## config.mk

```make
export PLATFORM = sky130hd
export DESIGN_NAME = thr_ctrl
export DESIGN_NICKNAME = d
export VERILOG_FILES = /design/src/rtl/thr_pkg.sv /design/src/rtl/thr_ctrl.sv
export SDC_FILE = /design/constraint.sdc
export NUM_CORES = 1
export LEC_CHECK = 0
export BUFFER_PORTS_ARGS = -buffer_cell sky130_fd_sc_hd__buf_4
export CORE_AREA = 2 2 39 41
export CTS_CLUSTER_SIZE = 24
export DETAILED_ROUTE_END_ITERATION = 8
export DIE_AREA = 0 0 41 43
export HOLD_SLACK_MARGIN = 0.06
export PLACE_DENSITY = 0.74
export SYNTH_ARGS = -nofsm -noshare
export SYNTH_HDL_FRONTEND = slang
export SYNTH_SLANG_ARGS = --single-unit
```

## constraint.sdc

```tcl
create_clock -name i_clk -period 1.25 [get_ports i_clk]
set_clock_uncertainty 0.2 [all_clocks]
set_input_delay 0.125 -clock i_clk [delete_from_list [all_inputs] [get_ports i_clk]]
set_output_delay 0.125 -clock i_clk [all_outputs]
set_load 0.01 [all_outputs]
```

## src/rtl/thr_pkg.sv

```systemverilog
`default_nettype none

package thr_pkg;

    // Field widths fixed by the item formats.
    localparam int unsigned CMD_W       = 3;
    localparam int unsigned STATUS_W    = 2;
    localparam int unsigned CAP_W       = 9;
    localparam int unsigned FILL_W      = 9;
    localparam int unsigned IN_TDATA_W  = 104;
    localparam int unsigned OUT_TDATA_W = 112;

    // Depth of the record store; the fill and capacity fields are sized for it.
    localparam int unsigned MAX_RECORDS = 256;

    // Command codes carried in the slave-side tuser.
    localparam logic [CMD_W-1:0] CMD_APPEND  = 3'd0;
    localparam logic [CMD_W-1:0] CMD_RESET   = 3'd1;
    localparam logic [CMD_W-1:0] CMD_LATEST  = 3'd2;
    localparam logic [CMD_W-1:0] CMD_BY_TAG  = 3'd3;
    localparam logic [CMD_W-1:0] CMD_AT_MIN  = 3'd4;

    // Status codes carried in the master-side tuser.
    localparam logic [STATUS_W-1:0] ST_OK       = 2'd0;
    localparam logic [STATUS_W-1:0] ST_REJECT   = 2'd1;
    localparam logic [STATUS_W-1:0] ST_NOTFOUND = 2'd2;

    // Reset value of the capacity register.
    localparam logic [CAP_W-1:0] CAP_RESET = 9'd256;

    // One stored record.
    typedef struct packed {
        logic        clamp;
        logic [31:0] payload;
        logic [31:0] tag;
        logic [31:0] minute;
    } t_record;

    // Commands from the controller to the datapath.
    typedef struct packed {
        logic                take;
        logic                clear;
        logic                load_scan;
        logic                scan_run;
        logic                write;
        logic                res_load;
        logic                res_found;
        logic [STATUS_W-1:0] res_status;
        logic                out_load;
    } t_dp_ctrl;

    // Status from the datapath to the controller.
    typedef struct packed {
        logic [CMD_W-1:0] cmd;
        logic             held_zero;
        logic             tag_zero;
        logic             pend;
        logic             pend_last;
        logic             match;
        logic             out_free;
    } t_dp_stat;

endpackage

`default_nettype wire

```

## src/rtl/thr_ctrl.sv

```systemverilog
`default_nettype none

module thr_ctrl (
    input  wire logic              i_clk,
    input  wire logic              i_rst_n,
    input  wire logic              i_s_tvalid,
    output logic                   o_s_tready,
    input  wire thr_pkg::t_dp_stat i_stat,
    output thr_pkg::t_dp_ctrl      o_ctrl
);

    typedef enum logic [4:0] {
        S_IDLE     = 5'b00001,
        S_DISPATCH = 5'b00010,
        S_SCAN     = 5'b00100,
        S_WRITE    = 5'b01000,
        S_FINISH   = 5'b10000
    } t_state;

    t_state r_state;
    t_state n_state;

    // Next state and datapath commands.
    always_comb begin
        n_state = r_state;
        o_ctrl  = '0;
        case (r_state)
            S_IDLE: begin
                if (i_s_tvalid) begin
                    o_ctrl.take = 1'b1;
                    n_state     = S_DISPATCH;
                end
            end
            S_DISPATCH: begin
                case (i_stat.cmd)
                    thr_pkg::CMD_APPEND: begin
                        if (i_stat.held_zero) begin
                            n_state = S_WRITE;
                        end else begin
                            o_ctrl.load_scan = 1'b1;
                            n_state          = S_SCAN;
                        end
                    end
                    thr_pkg::CMD_RESET: begin
                        o_ctrl.clear      = 1'b1;
                        o_ctrl.res_load   = 1'b1;
                        o_ctrl.res_status = thr_pkg::ST_OK;
                        n_state           = S_FINISH;
                    end
                    thr_pkg::CMD_LATEST, thr_pkg::CMD_AT_MIN, thr_pkg::CMD_BY_TAG: begin
                        if (i_stat.held_zero ||
                            (i_stat.cmd == thr_pkg::CMD_BY_TAG && i_stat.tag_zero)) begin
                            o_ctrl.res_load   = 1'b1;
                            o_ctrl.res_status = thr_pkg::ST_NOTFOUND;
                            n_state           = S_FINISH;
                        end else begin
                            o_ctrl.load_scan = 1'b1;
                            n_state          = S_SCAN;
                        end
                    end
                    default: begin
                        o_ctrl.res_load   = 1'b1;
                        o_ctrl.res_status = thr_pkg::ST_OK;
                        n_state           = S_FINISH;
                    end
                endcase
            end
            S_SCAN: begin
                o_ctrl.scan_run = 1'b1;
                if (i_stat.pend) begin
                    if (i_stat.cmd == thr_pkg::CMD_APPEND) begin
                        if (i_stat.match) begin
                            o_ctrl.res_load   = 1'b1;
                            o_ctrl.res_status = thr_pkg::ST_REJECT;
                            n_state           = S_FINISH;
                        end else begin
                            n_state = S_WRITE;
                        end
                    end else if (i_stat.match) begin
                        o_ctrl.res_load   = 1'b1;
                        o_ctrl.res_found  = 1'b1;
                        o_ctrl.res_status = thr_pkg::ST_OK;
                        n_state           = S_FINISH;
                    end else if (i_stat.pend_last) begin
                        o_ctrl.res_load   = 1'b1;
                        o_ctrl.res_status = thr_pkg::ST_NOTFOUND;
                        n_state           = S_FINISH;
                    end
                end
            end
            S_WRITE: begin
                o_ctrl.write      = 1'b1;
                o_ctrl.res_load   = 1'b1;
                o_ctrl.res_status = thr_pkg::ST_OK;
                n_state           = S_FINISH;
            end
            S_FINISH: begin
                if (i_stat.out_free) begin
                    o_ctrl.out_load = 1'b1;
                    n_state         = S_IDLE;
                end
            end
            default: begin
                n_state = S_IDLE;
            end
        endcase
    end

    // State register.
    always_ff @(posedge i_clk) begin
        if (!i_rst_n) begin
            r_state <= S_IDLE;
        end else begin
            r_state <= n_state;
        end
    end

    assign o_s_tready = (r_state == S_IDLE);

endmodule

`default_nettype wire
```

; After elaboration in Yosys (flattened, before gate mapping)
; Cells that the tools add are included.
[classes]
n_eq_ne = 13
n_mux = 39
reduce_logical = 5
[ops]
columns = cell, n
row1 = $mux 5, 8
row2 = $pmux 5 s5, 1
row3 = $mux 1, 17
row4 = $mux 2, 6
row5 = $pmux 5 s2, 1
row6 = $mux 4, 2
row7 = $eq 3x2->1 const B, 2
row8 = $ne 2x2->1 const B, 3
row9 = $eq 5x1->1 const B, 1
row10 = $eq 5x2->1 const B, 1
row11 = $eq 5x3->1 const B, 1
row12 = $eq 5x4->1 const B, 1
row13 = $eq 5x5->1 const B, 1
row14 = $ne 4x4->1 const B, 1
row15 = $pmux 1 s2, 2
row16 = $pmux 2 s2, 1
row17 = $reduce_and 4->1, 1
row18 = $eq 3x1->1 const B, 1
row19 = $eq 3x3->1 const B, 1
row20 = $logic_not 3->1, 1
row21 = $pmux 1 s3, 1
row22 = $reduce_or 3->1, 1
row23 = $logic_and 1x1->1, 1
row24 = $logic_or 1x1->1, 1
[word_totals]
reg_bits = 5
input_bits = 12

; Logic depth before layout (Yosys ltp)
; Gate-level depths: netlist of the first run.
[logic_depth]
depth_word = 6
mapped_depth = 5
depth_no_buf = 5

; Least setup slack after synthesis of the first run
; OpenSTA, ideal clock, no wires.
[synth_path]
path_kind = reg2out
from = reg r_state[4]
to = out o_ctrl[8] (netlist bit)
t_arrival_ps = 1132
required_ps = 925
setup_slack_ps = -207
stages_incl_launch_ff = 4
n_path_buf = 0
cell_sequence = dfxtp_1 nor3_2 nand2_1 nor4b_1
[synth_lines]
columns = element, line_no
row1 = start: declaration, thr_ctrl.sv:20  ; t_state r_state;
row2 = start signal: assignment, thr_ctrl.sv:114  ; r_state <= n_state;
row3 = end: declaration, thr_ctrl.sv:9  ; output thr_pkg::t_dp_ctrl o_ctrl

==> results of run 1 <==
## through the flow
step           TNS (ps)  power, mW
4_1_cts           -5210      0.565
6_report          -5120      0.578
3_3_place_gp      -2460      0.352
3_5_place_dp      -2710      0.356
2_1_floorplan      -343      0.256
5_1_grt           -6320      0.612
## layout make-up
cell class / instances / area [um2]
multi-input cells: 47 / 404
inverters: 6 / 27.5
well taps: 16 / 20.0
repair buffers: 45 / 360
flip-flops and latches: 5 / 111
clock buffers: 4 / 26.3
fillers: 120 / 434
## power by group
group          internal (mW)  total (mW)  switching, mW
clock network          0.120       0.180         0.0593
registers              0.169       0.182         0.0129
logic                  0.122       0.217         0.0947
## routing by layer
metal	track usage, %	up-vias	wire length [um]
li1	-	319	-
met1	19.2	290	609
met2	34.7	21	849
met3	3.14	0	87
met4	8.00	0	0
met5	0	-	0
## worst max path at each step
stage / endpoint / slack, ps / cells past startpoint
CTS: o_ctrl[4] / -470 / 5
global route: o_ctrl[4] / -550 / 5
detailed placement: o_ctrl[4] / -360 / 6
floorplan: o_ctrl[4] / -70 / 4
global placement: o_ctrl[4] / -350 / 6
finish: o_ctrl[4] / -500 / 5
## worst reg2reg max path: cells and delay by family, from the launching register on
family	cells	cell delay [ps]
flip-flops	1	360
AO/OA/AOI/OAI	2	320
buffers and inverters	2	280
AND/OR/NAND/NOR	2	240
## synth_stat cells (all sizes together), types with 2 or more instances
master and n:
nand3b 3, nand3 2, inv 6, nor3 4, a21oi 3, nor2b 2
o21ai 5, o31ai 2, dfxtp 5, and3 4, nor2 6, and2 2
## cell families (layout without fill, tap and decap cells)
group,Yosys count,after routing,synth area share [%]
simple gates,29,29,40.8
flops,5,5,23.7
buf+inv,6,55,5.33
compound gates,17,17,27.8
fa+ha+maj,1,1,2.37
## what timing repair did
| item | CTS | global route |
|---|---|---|
| setup buffers | 3 | 4 |
| setup endpoints to repair | 16 | 16 |
| hold buffers | 2 | 1 |
| gates resized for setup | 3 | 16 |
| hold endpoints to repair | 5 | 2 |
| pin swaps | 3 | 4 |
==> flow_summary.json, run 1 <==
{
  "crit_required_ps": 930,
  "fin_cells": 123,
  "vias_per_cell": 5.12,
  "netlist_instances": 58,
  "grt_max_degree": 7,
  "port_buffers": 22,
  "hold_viol": 0,
  "worst_slew_pin_slew_ps": 369,
  "hp-start": "i_stat[3]",
  "synth-async-reset-ratio_pct": 0,
  "globalRoute.totalOverflow": 0,
  "area_growth_pct": 125,
  "fmax_mhz": 570,
  "max-clock-path-buffers": 2,
  "clkTransAtPathRegs_ps": 40,
  "crit_buf_inv": 1,
  "final_common_cell": "buf_4",
  "whs_endpoint": "r_state[3]",
  "syn_nets": 70,
  "ff2ff_path_depth": 6,
  "row_count": 14,
  "violations": "negative setup slack",
  "syn_avg_cell_area_um2": 7.29,
  "routed_wirelength_mm": 1.55,
  "yosys.cell_types.count": 27,
  "cts_sinks": 5,
  "yosysSeqAreaShare_pct": 23.7,
  "rsz0062_at_grt": "true",
  "grt_pass1_vias": 596,
  "hpwl_mm": 1.09,
  "hold_path_depth": 3,
  "slew_headroom_pct": 75.2,
  "syn_area_um2": 423,
  "outcome": "complete, but fails checks",
  "drive_above_1_share_pct": 67.3,
  "ys_ff_latch": 5,
  "finish.utilization_pct": 68.6,
  "synth_top_area_share_pct": 23.7,
  "stdcell_area_um2": 950,
  "remaining_drc_errors": 0,
  "yosysTopAreaCell": "dfxtp_1",
  "die_w_um": 41,
  "final_cell_mix": "buf_4, inv_1, buf_6",
  "grt_pass1_wl_mm": 2.28,
  "largest_reg_flops": 5,
  "top_regs": "r_state x5",
  "layout.nets": 120,
  "clk-insertion-delay-late_ps": 240,
  "rr_startpoint": "r_state[0]",
  "cts.htree.levels": 1,
  "slew_viol_final": 0,
  "die-area_um2": 1760,
  "dieHeight_um": 43,
  "critPathLaunch": "r_state[0]",
  "cts_root_buffer": "clkbuf_4",
  "cp_max_fo": 4,
  "grt_usage_pct": 18.9,
  "drv_cap": 0,
  "cts_tree": "built",
  "antenna_found_initial": 0,
  "drt_iter0_markers": 10,
  "critPathMaxStageDelay_ps": 360,
  "synth_edf_count": 0,
  "cp-end-kind": "primary output",
  "initial_core_util_pct": 30.6,
  "dr.pass1.iters": 4,
  "avgRoutedWirePerCell_um": 12.6,
  "cp_top_family": "simple AND/OR/NAND/NOR gates",
  "hp-class": "in -> reg",
  "io_pins": 23,
  "power_leakage_nw": 0.439,
  "ys_warn_count": 0,
  "top_register": "r_state",
  "core_region_area_um2": 1380,
  "post-route-min-period_ps": 1750,
  "place_congestion": 0.716,
  "holdWs_ps": 31.3,
  "ir_drop_uv": 498,
  "worst-setup-path-type": "reg -> out",
  "critPathSlowestCell": "dfxtp_4",
  "synthFlopType": "dfxtp_1",
  "r2r-end": "r_state[3]",
  "critical_path_arrival_ps": 1430,
  "vias": 630,
  "crit_chain": "nor2_4, nand3_2, o31ai_2, nand2b_4, buf_4",
  "min_period_over_period_pct": 140,
  "report.final.setup_viol": 16,
  "antenna_left": 0,
  "p_per_area_nw_per_um2": 609,
  "num_antenna_cells": 0,
  "r2r_slack_ps": -270,
  "dp_slack_ps": -363,
  "yosys-top-cells-area": "dfxtp_1, and3_1, o21ai_0",
  "layout_setup_ws_ps": -504,
  "start_kind": "register",
  "place_area_um2": 785,
  "dp.cells": 110,
  "cts-buffers-inserted": 3
}
No activity file was read; power rests on OpenSTA's default activity.
==> inputs of run 2 (changes only) <==
Settings changed: MAX_ROUTING_LAYER from default to met4.
==> run 2 against run 1 <==
  * The flow still finishes with violations (negative setup slack)
  * Wire length decreased by 0.26%
  * Sequential cell count did not move
  * Cell count did not move
  * Highest routed layer is now met4
  * Die area did not move
  * Register-to-register slack is essentially flat
  * First-iteration DRC count stayed put
  * Global-route usage rose by 0.47 points
==> flow_summary.json, run 2 (synthesis gave the netlist of run 1 again) <==
{
  "die_w_um": 41,
  "cts_root_buffer": "clkbuf_4",
  "start_kind": "register",
  "drt_iter0_markers": 10,
  "stdcell_area_um2": 950,
  "num_antenna_cells": 0,
  "critPathSlowestCell": "dfxtp_4",
  "routed.top_layer": "met4",
  "drv_cap": 0,
  "vias_per_cell": 5.12,
  "critPathMaxStageDelay_ps": 360,
  "violations": "negative setup slack",
  "crit_buf_inv": 1,
  "io_pins": 23,
  "ir_drop_uv": 497,
  "antenna_found_initial": 0,
  "worst-setup-path-type": "reg -> out",
  "place_congestion": 0.724,
  "fmax_mhz": 570,
  "wl_met3_um": 74,
  "p_per_area_nw_per_um2": 608,
  "cp-end-kind": "primary output",
  "avgRoutedWirePerCell_um": 12.5,
  "die-area_um2": 1760,
  "routed_wirelength_mm": 1.54,
  "design_power_total_mw": 0.578,
  "remaining_drc_errors": 0,
  "dp_slack_ps": -363,
  "p_int_mw": 0.411,
  "port_buffers": 22,
  "grt_pass1_vias": 595,
  "row_count": 14,
  "grt_usage_pct": 19.4,
  "worst_slew_pin_slew_ps": 369,
  "crit_chain": "nor2_4, nand3_2, o31ai_2, nand2b_4, buf_4",
  "layout.nets": 120,
  "core_region_area_um2": 1380,
  "outcome": "complete, but fails checks",
  "power_leakage_nw": 0.439,
  "finalSetupTns_ps": -5120,
  "r2r_slack_ps": -270,
  "clk-insertion-delay-late_ps": 240,
  "cp_max_fo": 4,
  "cp_top_family": "simple AND/OR/NAND/NOR gates",
  "final_common_cell": "buf_4",
  "dieHeight_um": 43,
  "area_growth_pct": 125,
  "top_regs": "r_state x5",
  "p_switching_mw": 0.167,
  "vias": 630,
  "initial_core_util_pct": 30.6,
  "final_cell_mix": "buf_4, inv_1, buf_6",
  "cts_sinks": 5,
  "report.final.setup_viol": 16,
  "wirelength_met1_um": 618,
  "p_sw_share_pct": 28.8,
  "dr.pass1.iters": 4,
  "hp-class": "in -> reg",
  "post-route-min-period_ps": 1750,
  "layout_setup_ws_ps": -504,
  "clkTransAtPathRegs_ps": 40,
  "grt_max_degree": 7,
  "cts-buffers-inserted": 3,
  "critical_path_arrival_ps": 1430,
  "holdWs_ps": 31.4,
  "cts_tree": "built",
  "cts.htree.levels": 1,
  "p_clk_share_pct": 31.0,
  "globalRoute.totalOverflow": 0,
  "largest_reg_flops": 5,
  "grt_pass1_wl_mm": 2.28,
  "seqPwrFrac_pct": 31.5,
  "slew_viol_final": 0,
  "slew_headroom_pct": 75.2,
  "top_register": "r_state",
  "antenna_left": 0,
  "hpwl_mm": 1.09,
  "place_area_um2": 785,
  "max-clock-path-buffers": 2,
  "p_comb_share_pct": 37.5,
  "met2WireLength_um": 844,
  "crit_required_ps": 930,
  "hold_viol": 0,
  "min_period_over_period_pct": 140,
  "drive_above_1_share_pct": 67.3,
  "rsz0062_at_grt": "true"
}
## run 2: metal layers
| layer | vias up | global-route usage, % |
|---|---|---|
| li1 | 319 | - |
| met1 | 292 | 19.2 |
| met2 | 17 | 34.7 |
| met3 | 2 | 3.14 |
| met4 | 0 | 8.00 |
| met5 | - | - |
## run 2: timing repair
item,in CTS,in global routing
pin swaps,3,4
setup endpoints to repair,16,16
hold buffers,2,1
buffers inserted,3,4
endpoints found under the hold margin,5,2
gates resized for setup,3,16
## run 2: worst paths after layout
kind / start / end / cells past startpoint
worst min-delay path: i_stat[3] / r_state[3] / 3
worst max-delay path: r_state[0] / o_ctrl[4] / 5
worst max register to register: r_state[0] / r_state[3] / 6
worst min register to register: r_state[2] / r_state[4] / 3
## run 2: final cells by class
| class | count | area [um2] |
|---|---|---|
| inverter | 6 | 27.5 |
| timing repair buffer | 45 | 360 |
| sequential | 5 | 111 |
| clock buffer | 4 | 26.3 |
| fill | 120 | 434 |
| tap | 16 | 20.0 |
| multi-input combinational | 47 | 404 |
## run 2: power by group through the flow
stage	Combinational (mW)	Sequential, mW	Clock [mW]
2_1_floorplan	0.0769	0.180	0
3_3_place_gp	0.171	0.181	0
3_5_place_dp	0.175	0.181	0
4_1_cts	0.198	0.179	0.189
5_1_grt	0.233	0.183	0.197
6_report	0.217	0.182	0.179
## run 2: worst register-to-register path: cells and delay by family, from the launching register on
kind / cells / cell delay, ps
and+or+nand+nor: 2 / 240
buffers and inverters: 2 / 280
DFF: 1 / 360
AOI/OAI and AO/OA: 2 / 320
## run 2: metrics by stage
step | utilization (%) | instances
floorplan | - | 58
global placement | 56.7 | 110
detailed placement | 56.7 | 110
CTS | 62.7 | 119
global route | 68.6 | 123
finish | 68.6 | 123
==> inputs of run 3 (changes only) <==
Settings changed: SETUP_SLACK_MARGIN from default to 0.02.
==> run 3 against run 2 <==
  * The flow still finishes with violations (negative setup slack)
  * Highest routed layer unchanged
  * Core utilization grew 7.2 points
  * Clock-buffer cell count unchanged
  * Via count rose by 7.6%
  * First-iteration DRC count is 10% higher
  * Hold slack improved by 38 ps
  * Register-to-register slack lost 60 ps
  * Fmax fell by 1.7%
  * Sequential share of layout area shrank 1.1 points
==> flow_summary.json, run 3 (synthesis gave the netlist of run 1 again) <==
{
  "wirelength_met1_um": 714,
  "crit_required_ps": 930,
  "place_congestion": 0.802,
  "grt_usage_pct": 21.6,
  "cts_root_buffer": "clkbuf_4",
  "die-area_um2": 1760,
  "top_regs": "r_state x5",
  "drt_iter0_markers": 11,
  "cts.htree.levels": 1,
  "start_kind": "register",
  "avgRoutedWirePerCell_um": 14.7,
  "globalRoute.totalOverflow": 0,
  "report.final.setup_viol": 16,
  "critical_path_arrival_ps": 1460,
  "clkTransAtPathRegs_ps": 40,
  "met2WireLength_um": 995,
  "post-route-min-period_ps": 1780,
  "vias_per_cell": 5.30,
  "n_fill_cell": 87,
  "top_register": "r_state",
  "final_common_cell": "buf_4",
  "hp-class": "in -> reg",
  "power_leakage_nw": 0.474,
  "cts_sinks": 5,
  "design_power_total_mw": 0.608,
  "hpwl_mm": 1.14,
  "min_period_over_period_pct": 143,
  "ir_drop_uv": 572,
  "dieHeight_um": 43,
  "port_buffers": 22,
  "hold_viol": 0,
  "die_w_um": 41,
  "antenna_left": 0,
  "largest_reg_flops": 5,
  "wl_met3_um": 112,
  "routed_wirelength_mm": 1.88,
  "max-clock-path-buffers": 2,
  "layout.nets": 125,
  "holdWs_ps": 69.0,
  "violations": "negative setup slack",
  "final_cell_mix": "buf_4, buf_6, inv_1",
  "finalSetupTns_ps": -5890,
  "clk-insertion-delay-late_ps": 240,
  "slew_headroom_pct": 60.4,
  "num_antenna_cells": 0,
  "initial_core_util_pct": 30.6,
  "io_pins": 23,
  "fmax_mhz": 561,
  "remaining_drc_errors": 0,
  "worst_slew_pin_slew_ps": 590,
  "drive_above_1_share_pct": 71.4,
  "grt_pass1_vias": 665,
  "routed.top_layer": "met4",
  "area_growth_pct": 148,
  "layout_setup_ws_ps": -534,
  "rsz0062_at_grt": "true",
  "p_per_area_nw_per_um2": 579,
  "row_count": 14,
  "cts_tree": "built",
  "cp_max_fo": 4,
  "cp-end-kind": "primary output",
  "dr.pass1.iters": 4,
  "grt_max_degree": 7,
  "worst-setup-path-type": "reg -> out",
  "seq_area_um2": 111,
  "slew_viol_final": 0,
  "antenna_found_initial": 0,
  "outcome": "complete, but fails checks",
  "vias": 678,
  "cts-buffers-inserted": 3,
  "finish.utilization_pct": 75.9,
  "grt_pass1_wl_mm": 2.56,
  "multi_input_area_um2": 454,
  "drv_cap": 0,
  "core_region_area_um2": 1380
}
## run 3: cell count changes in the layout (fill, tap and decap cells not counted), sizes merged
cell | previous run | this run
buf | 42 | 47
clkinv | 1 | 0
inv | 5 | 6
## run 3: timing repair
| item | 4_1_cts | 5_1_grt |
|---|---|---|
| setup buffers | 11 | 1 |
| endpoints found under the hold margin | 5 | 0 |
| hold buffers | 3 | 0 |
| resized for setup | 21 | 7 |
| setup endpoints to repair | 16 | 16 |
| pin swaps | 9 | 7 |
## run 3: area by class of cell
| class | count | share of cell area [%] |
|---|---|---|
| repair buffers | 50 | 39.3 |
| flip-flops and latches | 5 | 10.6 |
| inverters | 6 | 2.38 |
| well taps | 16 | 1.91 |
| clock buffers | 4 | 2.50 |
| multi-input cells | 47 | 43.3 |
## run 3: layer usage
metal / vias to the layer above / global-route usage [%]
met5: - / -
met4: 0 / 15.3
met3: 6 / 4.19
met2: 38 / 35.9
met1: 305 / 20.5
li1: 329 / -
## run 3: final timing paths
check / slack, ps / start / cells after the start / end
worst max-delay path: -530 / r_state[0] / 7 / o_ctrl[2]
worst min-delay path: 70 / i_stat[0] / 3 / r_state[3]
worst max register to register: -330 / r_state[2] / 7 / r_state[0]
worst min register to register: 560 / r_state[0] / 3 / r_state[1]
## run 3: per-stage QoR
stage | area, um2 | instances | worst slack, ps
finish | 1050 | 128 | -534
detailed placement | 797 | 111 | -369
CTS | 1010 | 128 | -477
floorplan | 499 | 58 | -73.5
global placement | 797 | 111 | -364
global route | 1050 | 128 | -583
## run 3: where the power goes
group          internal (mW)  switching (mW)
Sequential             0.169          0.0143
Combinational          0.133           0.110
Clock                  0.120          0.0620
## run 3: critical path: stages, from the launching register on
cell     delay (ps)
dfxtp_4         360
nor2_4          120
nand3_2         150
buf_6           170
inv_4            60
nand4_1         120
o21ai_1         100
buf_4           140
